### config.mk
export PLATFORM = sky130hd
export DESIGN_NAME = vital_sign_outlier_smoother
export DESIGN_NICKNAME = d
export VERILOG_FILES = /design/src/hw/rtl/vsos_pkg.sv /design/src/hw/rtl/vsos_decim.sv /design/src/hw/rtl/vsos_chan.sv /design/src/hw/rtl/vital_sign_outlier_smoother.sv
export SDC_FILE = /design/constraint.sdc
export NUM_CORES = 2
export LEC_CHECK = 0
export ABC_CLOCK_PERIOD_IN_PS = 14100
export BUFFER_PORTS_ARGS = -buffer_cell sky130_fd_sc_hd__buf_4
export CAP_MARGIN = 20
export CORE_UTILIZATION = 45
export DETAILED_ROUTE_END_ITERATION = 8
export MAX_ROUTING_LAYER = met4
export PLACE_DENSITY = 0.6
export SLEW_MARGIN = 15
export SYNTH_ARGS = -nofsm -noshare
export SYNTH_HDL_FRONTEND = slang
export SYNTH_SLANG_ARGS = --single-unit
### constraint.sdc
create_clock -name aclk -period 14.1 [get_ports aclk]
set_clock_uncertainty 0.15 [all_clocks]
set_input_delay 2.82 -clock aclk [delete_from_list [all_inputs] [get_ports aclk]]
set_output_delay 2.82 -clock aclk [all_outputs]
set_load 0.01 [all_outputs]
### src/hw/rtl/vsos_pkg.sv
// shared types and constants for the vital sign outlier smoother
package vsos_pkg;

    localparam int HIST_DEPTH   = 16;
    localparam int VAL_W        = 10;
    localparam int RAW_W        = 11;
    localparam int MARGIN_W     = 8;
    localparam int INV_W        = 2;
    localparam int PERIOD_W     = 4;
    localparam int PHASE_W      = 3;
    localparam int FILL_W       = 5;
    localparam int RUN_W        = 3;
    localparam int CFG_ADDR_W   = 3;
    localparam int CFG_DATA_W   = 10;
    localparam int S_TDATA_W    = 24;
    localparam int S_TUSER_W    = 2;
    localparam int M_TDATA_W    = 24;
    localparam int M_TUSER_W    = 1;

    localparam logic [RUN_W-1:0]    RUN_FULL   = RUN_W'(4);
    localparam logic [PERIOD_W-1:0] PERIOD_MAX = PERIOD_W'(8);

    localparam logic [VAL_W-1:0] HR_LOW_RST     = VAL_W'(60);
    localparam logic [VAL_W-1:0] HR_HIGH_RST    = VAL_W'(150);
    localparam logic [VAL_W-1:0] SPO2_LOW_RST   = VAL_W'(80);
    localparam logic [MARGIN_W-1:0] MARGIN_RST  = MARGIN_W'(10);
    localparam logic [INV_W-1:0] INV_LIMIT_RST  = INV_W'(2);
    localparam logic [PERIOD_W-1:0] PERIOD_RST  = PERIOD_W'(4);

    typedef enum logic [CFG_ADDR_W-1:0] {
        CFG_HR_LOW      = 3'd0,
        CFG_HR_HIGH     = 3'd1,
        CFG_SPO2_LOW    = 3'd2,
        CFG_MARGIN      = 3'd3,
        CFG_INV_LIMIT   = 3'd4,
        CFG_DECIM       = 3'd5
    } cfg_addr_t;

    // per-channel update request from the top level
    typedef struct packed {
        logic             step;
        logic             accept;
        logic [VAL_W-1:0] value;
    } chan_req_t;

endpackage

### src/hw/rtl/vsos_decim.sv
// decimation phase counter, picks which items get processed
module vsos_decim (
    input  logic                          aclk,
    input  logic                          aresetn,
    input  logic                          step,
    input  logic [vsos_pkg::PERIOD_W-1:0] period,
    output logic                          process
);
    import vsos_pkg::*;

    logic [PHASE_W-1:0]  phase_reg;
    logic [PHASE_W-1:0]  phase_next;
    logic [PERIOD_W-1:0] period_eff;
    logic [PERIOD_W-1:0] phase_inc;

    assign process = (phase_reg == '0);

    always_comb begin
        if (period == '0) begin
            period_eff = PERIOD_W'(1);
        end else if (period > PERIOD_MAX) begin
            period_eff = PERIOD_MAX;
        end else begin
            period_eff = period;
        end
        phase_inc = {1'b0, phase_reg} + PERIOD_W'(1);
        if (!step) begin
            phase_next = phase_reg;
        end else if (phase_inc >= period_eff) begin
            phase_next = '0;
        end else begin
            phase_next = phase_inc[PHASE_W-1:0];
        end
    end

    always_ff @(posedge aclk) begin
        if (!aresetn) begin
            phase_reg <= '0;
        end else begin
            phase_reg <= phase_next;
        end
    end

endmodule

### src/hw/rtl/vsos_chan.sv
// one channel: history, run counters, outlier check and windowed average
module vsos_chan (
    input  logic                          aclk,
    input  logic                          aresetn,
    input  vsos_pkg::chan_req_t           req,
    input  logic                          check_high,
    input  logic [vsos_pkg::MARGIN_W-1:0] margin,
    input  logic [vsos_pkg::INV_W-1:0]    inv_limit,
    output logic [vsos_pkg::VAL_W-1:0]    avg_next
);
    import vsos_pkg::*;

    logic [VAL_W-1:0]  hist_reg [HIST_DEPTH];
    logic [VAL_W-1:0]  hist_next [HIST_DEPTH];
    logic [VAL_W-1:0]  hist_shift [HIST_DEPTH];
    logic [FILL_W-1:0] fill_reg, fill_next;
    logic [RUN_W-1:0]  run_reg, run_next;
    logic [INV_W-1:0]  inv_reg, inv_next;
    logic [VAL_W-1:0]  avg_reg;

    logic              keep;
    logic              drop;
    logic [VAL_W:0]    hi_bound;
    logic [VAL_W:0]    lo_bound;
    logic [VAL_W:0]    sum2 [8];
    logic [VAL_W+1:0]  sum4 [4];
    logic [VAL_W+2:0]  sum8 [2];
    logic [VAL_W+3:0]  sum16;

    // shifted history with the new reading at the top
    always_comb begin
        for (int i = 0; i < HIST_DEPTH - 1; i++) begin
            hist_shift[i] = hist_reg[i+1];
        end
        hist_shift[HIST_DEPTH-1] = req.value;
    end

    // keep if the reading is under margin above (check_high) or under margin below any of the newest four entries
    always_comb begin
        keep = 1'b0;
        for (int i = HIST_DEPTH - 4; i < HIST_DEPTH; i++) begin
            hi_bound = {1'b0, hist_reg[i]} + {3'b000, margin};
            lo_bound = {1'b0, req.value} + {3'b000, margin};
            if (check_high) begin
                if ({1'b0, req.value} < hi_bound) begin
                    keep = 1'b1;
                end
            end else begin
                if (lo_bound > {1'b0, hist_reg[i]}) begin
                    keep = 1'b1;
                end
            end
        end
    end

    // adder tree over the shifted history
    always_comb begin
        for (int k = 0; k < 8; k++) begin
            sum2[k] = {1'b0, hist_shift[2*k]} + {1'b0, hist_shift[2*k+1]};
        end
        for (int k = 0; k < 4; k++) begin
            sum4[k] = {1'b0, sum2[2*k]} + {1'b0, sum2[2*k+1]};
        end
        for (int k = 0; k < 2; k++) begin
            sum8[k] = {1'b0, sum4[2*k]} + {1'b0, sum4[2*k+1]};
        end
        sum16 = {1'b0, sum8[0]} + {1'b0, sum8[1]};
    end

    always_comb begin
        hist_next = hist_reg;
        fill_next = fill_reg;
        run_next  = run_reg;
        inv_next  = inv_reg;
        avg_next  = avg_reg;
        drop      = 1'b0;
        if (req.step) begin
            if (req.accept) begin
                inv_next = '0;
                if (run_reg >= RUN_FULL) begin
                    if (keep) begin
                        run_next = RUN_FULL;
                    end else begin
                        run_next = '0;
                        drop     = 1'b1;
                    end
                end else begin
                    run_next = run_reg + RUN_W'(1);
                end
                if (!drop) begin
                    hist_next = hist_shift;
                    if (fill_reg < FILL_W'(HIST_DEPTH)) begin
                        fill_next = fill_reg + FILL_W'(1);
                    end
                    if (fill_next < FILL_W'(2)) begin
                        avg_next = '0;
                    end else if (fill_next < FILL_W'(4)) begin
                        avg_next = sum2[7][VAL_W:1];
                    end else if (fill_next < FILL_W'(8)) begin
                        avg_next = sum4[3][VAL_W+1:2];
                    end else if (fill_next < FILL_W'(HIST_DEPTH)) begin
                        avg_next = sum8[1][VAL_W+2:3];
                    end else begin
                        avg_next = sum16[VAL_W+3:4];
                    end
                end
            end else begin
                run_next = '0;
                if (inv_reg >= inv_limit) begin
                    avg_next  = '0;
                    fill_next = '0;
                end else begin
                    inv_next = inv_reg + INV_W'(1);
                end
            end
        end
    end

    always_ff @(posedge aclk) begin
        if (!aresetn) begin
            for (int i = 0; i < HIST_DEPTH; i++) begin
                hist_reg[i] <= '0;
            end
            fill_reg <= '0;
            run_reg  <= '0;
            inv_reg  <= '0;
            avg_reg  <= '0;
        end else begin
            hist_reg <= hist_next;
            fill_reg <= fill_next;
            run_reg  <= run_next;
            inv_reg  <= inv_next;
            avg_reg  <= avg_next;
        end
    end

`ifndef SYNTH
    a_fill_range: assert property (@(posedge aclk) disable iff (!aresetn)
        fill_reg <= FILL_W'(HIST_DEPTH))
        else $error("fill count past history depth");
    a_run_range: assert property (@(posedge aclk) disable iff (!aresetn)
        run_reg <= RUN_FULL)
        else $error("accept run past four");
    a_low_fill_avg: assert property (@(posedge aclk) disable iff (!aresetn)
        (fill_reg < FILL_W'(2)) |-> (avg_reg == '0))
        else $error("average nonzero with fewer than two entries");
    a_idle_hold: assert property (@(posedge aclk) disable iff (!aresetn)
        !req.step |=> $stable(fill_reg) && $stable(avg_reg))
        else $error("channel state moved without a request");
`endif

endmodule

### src/hw/rtl/vital_sign_outlier_smoother.sv
// top level: stream handshake, config registers, acceptance checks
//
// Smooths heart rate and SpO2 estimates with a windowed average and outlier
// rejection. One request on the s_ channel gives exactly one result on the
// m_ channel. Only one request in every decimation_period is processed; the
// rest return the current averages with updated low.
// Requests pass an input register, then compare, shift and a 16-entry
// adder tree into the result register that drives m_tvalid; one request is
// taken every cycle as long as the receiver keeps up. The input register
// is the only skid stage, so when m_tready is low a second request is
// still taken, then s_tready falls until the held result is taken.
// The config port (cfg_we, cfg_addr, cfg_wdata) writes one register per
// cycle; write only while no request is in flight.
// Reset (aresetn low, synchronous) clears both histories, fill and run
// counts, averages, the decimation phase and the handshake registers, and
// restores the default limits. No clearing pass follows reset.
module vital_sign_outlier_smoother (
    input  logic                            aclk,
    input  logic                            aresetn,
    input  logic                            s_tvalid,
    output logic                            s_tready,
    // heart_rate[10:0], oxygen_level[21:11], zero fill
    input  logic [vsos_pkg::S_TDATA_W-1:0]  s_tdata,
    // heart_rate_ok[0], oxygen_level_ok[1]
    input  logic [vsos_pkg::S_TUSER_W-1:0]  s_tuser,
    output logic                            m_tvalid,
    input  logic                            m_tready,
    // hr_average[9:0], spo2_average[19:10], zero fill
    output logic [vsos_pkg::M_TDATA_W-1:0]  m_tdata,
    // updated[0]
    output logic [vsos_pkg::M_TUSER_W-1:0]  m_tuser,
    input  logic                            cfg_we,
    input  logic [vsos_pkg::CFG_ADDR_W-1:0] cfg_addr,
    input  logic [vsos_pkg::CFG_DATA_W-1:0] cfg_wdata
);
    import vsos_pkg::*;

    logic [VAL_W-1:0]    hr_low_reg, hr_high_reg, spo2_low_reg;
    logic [MARGIN_W-1:0] margin_reg;
    logic [INV_W-1:0]    inv_limit_reg;
    logic [PERIOD_W-1:0] period_reg;

    logic                in_valid_reg;
    logic [S_TDATA_W-1:0] in_data_reg;
    logic [S_TUSER_W-1:0] in_user_reg;
    logic                out_valid_reg;
    logic [M_TDATA_W-1:0] out_data_reg;
    logic [M_TUSER_W-1:0] out_user_reg;

    logic                advance;
    logic                process;
    logic [RAW_W-1:0]    hr_raw, sp_raw;
    logic                hr_ok, sp_ok;
    chan_req_t           hr_req, sp_req;
    logic [VAL_W-1:0]    hr_avg, sp_avg;

    assign advance  = in_valid_reg && (!out_valid_reg || m_tready);
    assign s_tready = !in_valid_reg || advance;
    assign m_tvalid = out_valid_reg;
    assign m_tdata  = out_data_reg;
    assign m_tuser  = out_user_reg;

    assign hr_raw = in_data_reg[RAW_W-1:0];
    assign sp_raw = in_data_reg[2*RAW_W-1:RAW_W];
    assign hr_ok  = in_user_reg[0];
    assign sp_ok  = in_user_reg[1];

    // negative raw values are never in range
    always_comb begin
        hr_req.step   = advance && process;
        hr_req.value  = hr_raw[VAL_W-1:0];
        hr_req.accept = hr_ok && !hr_raw[RAW_W-1]
                        && (hr_raw[VAL_W-1:0] > hr_low_reg)
                        && (hr_raw[VAL_W-1:0] < hr_high_reg);
        sp_req.step   = advance && process;
        sp_req.value  = sp_raw[VAL_W-1:0];
        sp_req.accept = sp_ok && !sp_raw[RAW_W-1]
                        && (sp_raw[VAL_W-1:0] > spo2_low_reg);
    end

    vsos_decim u_decim (
        .aclk    (aclk),
        .aresetn (aresetn),
        .step    (advance),
        .period  (period_reg),
        .process (process)
    );

    vsos_chan u_hr (
        .aclk       (aclk),
        .aresetn    (aresetn),
        .req        (hr_req),
        .check_high (1'b1),
        .margin     (margin_reg),
        .inv_limit  (inv_limit_reg),
        .avg_next   (hr_avg)
    );

    vsos_chan u_spo2 (
        .aclk       (aclk),
        .aresetn    (aresetn),
        .req        (sp_req),
        .check_high (1'b0),
        .margin     (margin_reg),
        .inv_limit  (inv_limit_reg),
        .avg_next   (sp_avg)
    );

    always_ff @(posedge aclk) begin
        if (!aresetn) begin
            hr_low_reg    <= HR_LOW_RST;
            hr_high_reg   <= HR_HIGH_RST;
            spo2_low_reg  <= SPO2_LOW_RST;
            margin_reg    <= MARGIN_RST;
            inv_limit_reg <= INV_LIMIT_RST;
            period_reg    <= PERIOD_RST;
        end else if (cfg_we) begin
            case (cfg_addr)
                CFG_HR_LOW:    hr_low_reg    <= cfg_wdata[VAL_W-1:0];
                CFG_HR_HIGH:   hr_high_reg   <= cfg_wdata[VAL_W-1:0];
                CFG_SPO2_LOW:  spo2_low_reg  <= cfg_wdata[VAL_W-1:0];
                CFG_MARGIN:    margin_reg    <= cfg_wdata[MARGIN_W-1:0];
                CFG_INV_LIMIT: inv_limit_reg <= cfg_wdata[INV_W-1:0];
                CFG_DECIM:     period_reg    <= cfg_wdata[PERIOD_W-1:0];
                default: begin
                end
            endcase
        end
    end

    always_ff @(posedge aclk) begin
        if (!aresetn) begin
            in_valid_reg  <= 1'b0;
            out_valid_reg <= 1'b0;
        end else begin
            if (s_tvalid && s_tready) begin
                in_valid_reg <= 1'b1;
            end else if (advance) begin
                in_valid_reg <= 1'b0;
            end
            if (advance) begin
                out_valid_reg <= 1'b1;
            end else if (m_tready) begin
                out_valid_reg <= 1'b0;
            end
        end
    end

    always_ff @(posedge aclk) begin
        if (s_tvalid && s_tready) begin
            in_data_reg <= s_tdata;
            in_user_reg <= s_tuser;
        end
        if (advance) begin
            out_data_reg <= {(M_TDATA_W - 2*VAL_W)'(0), sp_avg, hr_avg};
            out_user_reg <= process;
        end
    end

`ifndef SYNTH
    a_fill_output: assert property (@(posedge aclk) disable iff (!aresetn)
        (in_valid_reg && !out_valid_reg) |=> out_valid_reg)
        else $error("pending request not moved to empty result register");
    a_hold_on_stall: assert property (@(posedge aclk) disable iff (!aresetn)
        (in_valid_reg && out_valid_reg && !m_tready) |-> !s_tready)
        else $error("request taken while both stages are full and stalled");
`endif

endmodule

==> impl_metrics.tcl <==
set metrics [dict create \
    status "finished clean" \
    hold_buffers 0 \
    port_buffers 64 \
    crit_arrival_ns 11.83 \
    async_flop_share_pct 0 \
    synth_seq_cells 434 \
    clk_pin_slew_ns 0.06 \
    crit_type "reg -> reg" \
    finalCritPeriodShare_pct 81.7 \
    crit_path_end_kind "flop" \
    worstSkewPairLatency_ns 0.60 \
    drtIter0Drc 1423 \
    cp_common_cell "fa_1" \
    synthFlopType "dfxtp_1" \
    cpMaxStageDelayCell "a2111oi_1" \
    period_minus_slack_ns 11.51 \
    synth_cells 3373 \
    crit_path_max_fanout 8 \
    cts-resized-gates 0 \
    cp_data_required_time_ns 14.42 \
    grt_start_max_net_pins 206 \
    finalHoldViolCount 0 \
    power_density_mw_per_mm2 88.0 \
    syn_area_per_cell_sq_um 8.79 \
    ir_worst_vdd_mv 0.0912 \
    drcViolationCount 0 \
    grt_usage_pct 21.5 \
    synth_top_area_share_pct 26.3 \
    floorplan.rows 93 \
    drt-pass1-iter-count 5 \
    slew_headroom_pct 29.2 \
    synth_area_leader_cell "dfxtp_1" \
    antenna_found_initial 0 \
    ff2ff_path_depth 39 \
    slew_viol_final 0 \
    max_freq_mhz 86.8 \
    clock_sinks 434 \
    final_cell_mix "nand2_1, inv_1, dfxtp_1" \
    grt_pass1_wl_microns 113000 \
    wl_per_cell_microns 16.1 \
    antenna_cells 0 \
    vias 22000 \
    gr-total-overflow 0 \
    clockBufferDepth 3 \
    yosys_warnings 0 \
    drive_gt1_share_pct 5.42 \
    initial_core_util_pct 45.8 \
    fin_setup_tns_ns 0 \
    wirelength_microns 68600 \
    setup_viol 0 \
    die_w_microns 259 \
    cp_slowest_stage_delay_ns 0.72 \
    layout_commonest_cell "nand2_1" \
    post_cts_buffers 0 \
    die-height_microns 259 \
    grt_pass1_vias 21200 \
    ioPinCount 71 \
    synth_area_leaders "dfxtp_1, fa_1, ha_1" \
    tightest_slew_ns 1.06 \
    dpl.hpwl_microns 49500 \
    cts_tree "built" \
    vias_per_cell 5.15 \
    power_mw 2.84 \
    hold_path.class "reg -> reg" \
    hold_depth 2 \
    clock-root-buffer "clkbuf_16" \
    grt_setup_unrepaired "false" \
    area_growth_pct 8.92 \
    htreeDepth 2 \
    dieArea_sq_mm 0.0670 \
    cp-start-kind "flop" \
    ant_nets 0 \
    cts-buffers-inserted 50 \
    core-area_sq_mm 0.0648 \
    syn_area_sq_mm 0.0297 \
    yosysUniqueCellTypes 80 \
    ys_seq_area_share_pct 30.8 \
    cap_violations 0 \
    nNetsFinal 3902 \
    gp_congestion 0.831 \
    synth_edf_count 45 \
    final.fill_count 6198 \
    leakagePower_nw 13.5 \
]
==> critical path: cells and delay by family (launching register included) <==
| family | cells | cell delay [ns] |
|---|---|---|
| and+or+nand+nor | 5 | 0.64 |
| muxes | 1 | 0.22 |
| buffers and inverters | 7 | 0.42 |
| DFF | 1 | 0.59 |
| adders and majority gates | 12 | 5.62 |
| AOI/OAI and AO/OA | 11 | 2.96 |
| xor gates and xnor gates | 3 | 0.77 |
==> power by group <==
part	total (mW)	switching, mW	leakage, nW	internal (mW)
clock network	1.31	0.548	0.814	0.760
logic	0.259	0.161	9.10	0.0980
registers	1.28	0.0168	3.57	1.26
total	2.84	0.726	13.5	2.12
==> synthesized netlist by cell type, drive strengths merged (6+ instances only) <==
cell and n:
nand2 576, inv 426, dfxtp 389, a21oi 346, ha 263, fa 223, nor2 204, mux2i 115
o21ai 84, clkbuf 70, buf 63, xnor2 61, edfxtp 45, nand3 45, xor2 45, a21o 36
nor3 32, o211ai 28, a211oi 25, nand2b 25, nor2b 20, o21bai 20, o21a 19, and2 17
and3 16, nand4 16, o22ai 16, or3 14, a31oi 11, o2bb2ai 10, o31ai 8, or2 8
a211o 7, o32ai 7, or4 6
==> per-layer routing <==
metal  up-vias  wire [microns]  track usage [%]
met3        67            2810             2.76
li1      11200               -                -
met1     10400           34600             30.9
met2       346           30100             32.3
met5         -               0                -
met4         0            1080             4.24
==> through the flow <==
stage	std cells	hold slack, ns	setup WS (ns)	cell area, sq um	util, %
after detailed placement	4175	0.298	2.57	30700	47.3
after CTS	4267	0.299	2.52	32300	49.9
after floorplan	3376	0.286	4.10	29700	-
after global routing	4267	0.325	1.95	32300	49.9
after global placement	4175	0.294	2.62	30700	47.3
final	4267	0.301	2.59	32300	49.9
==> cells by family after synthesis <==
logic type	share of synthesized area (%)
simple gates	14.2
flops	30.8
xor+xnor	3.13
compound gates	14.0
buf+inv	7.76
other cells	0.0126
fa+ha+maj	26.1
mux	3.92
==> worst paths after layout <==
path,from,endpoint,slack [ns]
max,in_data_reg[3]$_DFFE_PP_,m_tdata[8]$_DFFE_PP_,2.59
min,spo2_low_reg[5]$_SDFFE_PN0P_,spo2_low_reg[5]$_SDFFE_PN0P_,0.30
max reg2reg,in_data_reg[3]$_DFFE_PP_,m_tdata[8]$_DFFE_PP_,2.59
min reg2reg,spo2_low_reg[5]$_SDFFE_PN0P_,spo2_low_reg[5]$_SDFFE_PN0P_,0.30
==> area by class of cell <==
cell class	count	area, sq um	area share [%]
Inverter	426	1610	4.97
Clock inverter	24	221	0.685
Multi-Input combinational cell	2383	18300	56.5
Sequential cell	434	9140	28.3
Clock buffer	68	1420	4.39
Tap cell	855	1070	3.31
Timing Repair Buffer	77	591	1.83
Note: power is estimated with default switching activity, not from simulation.
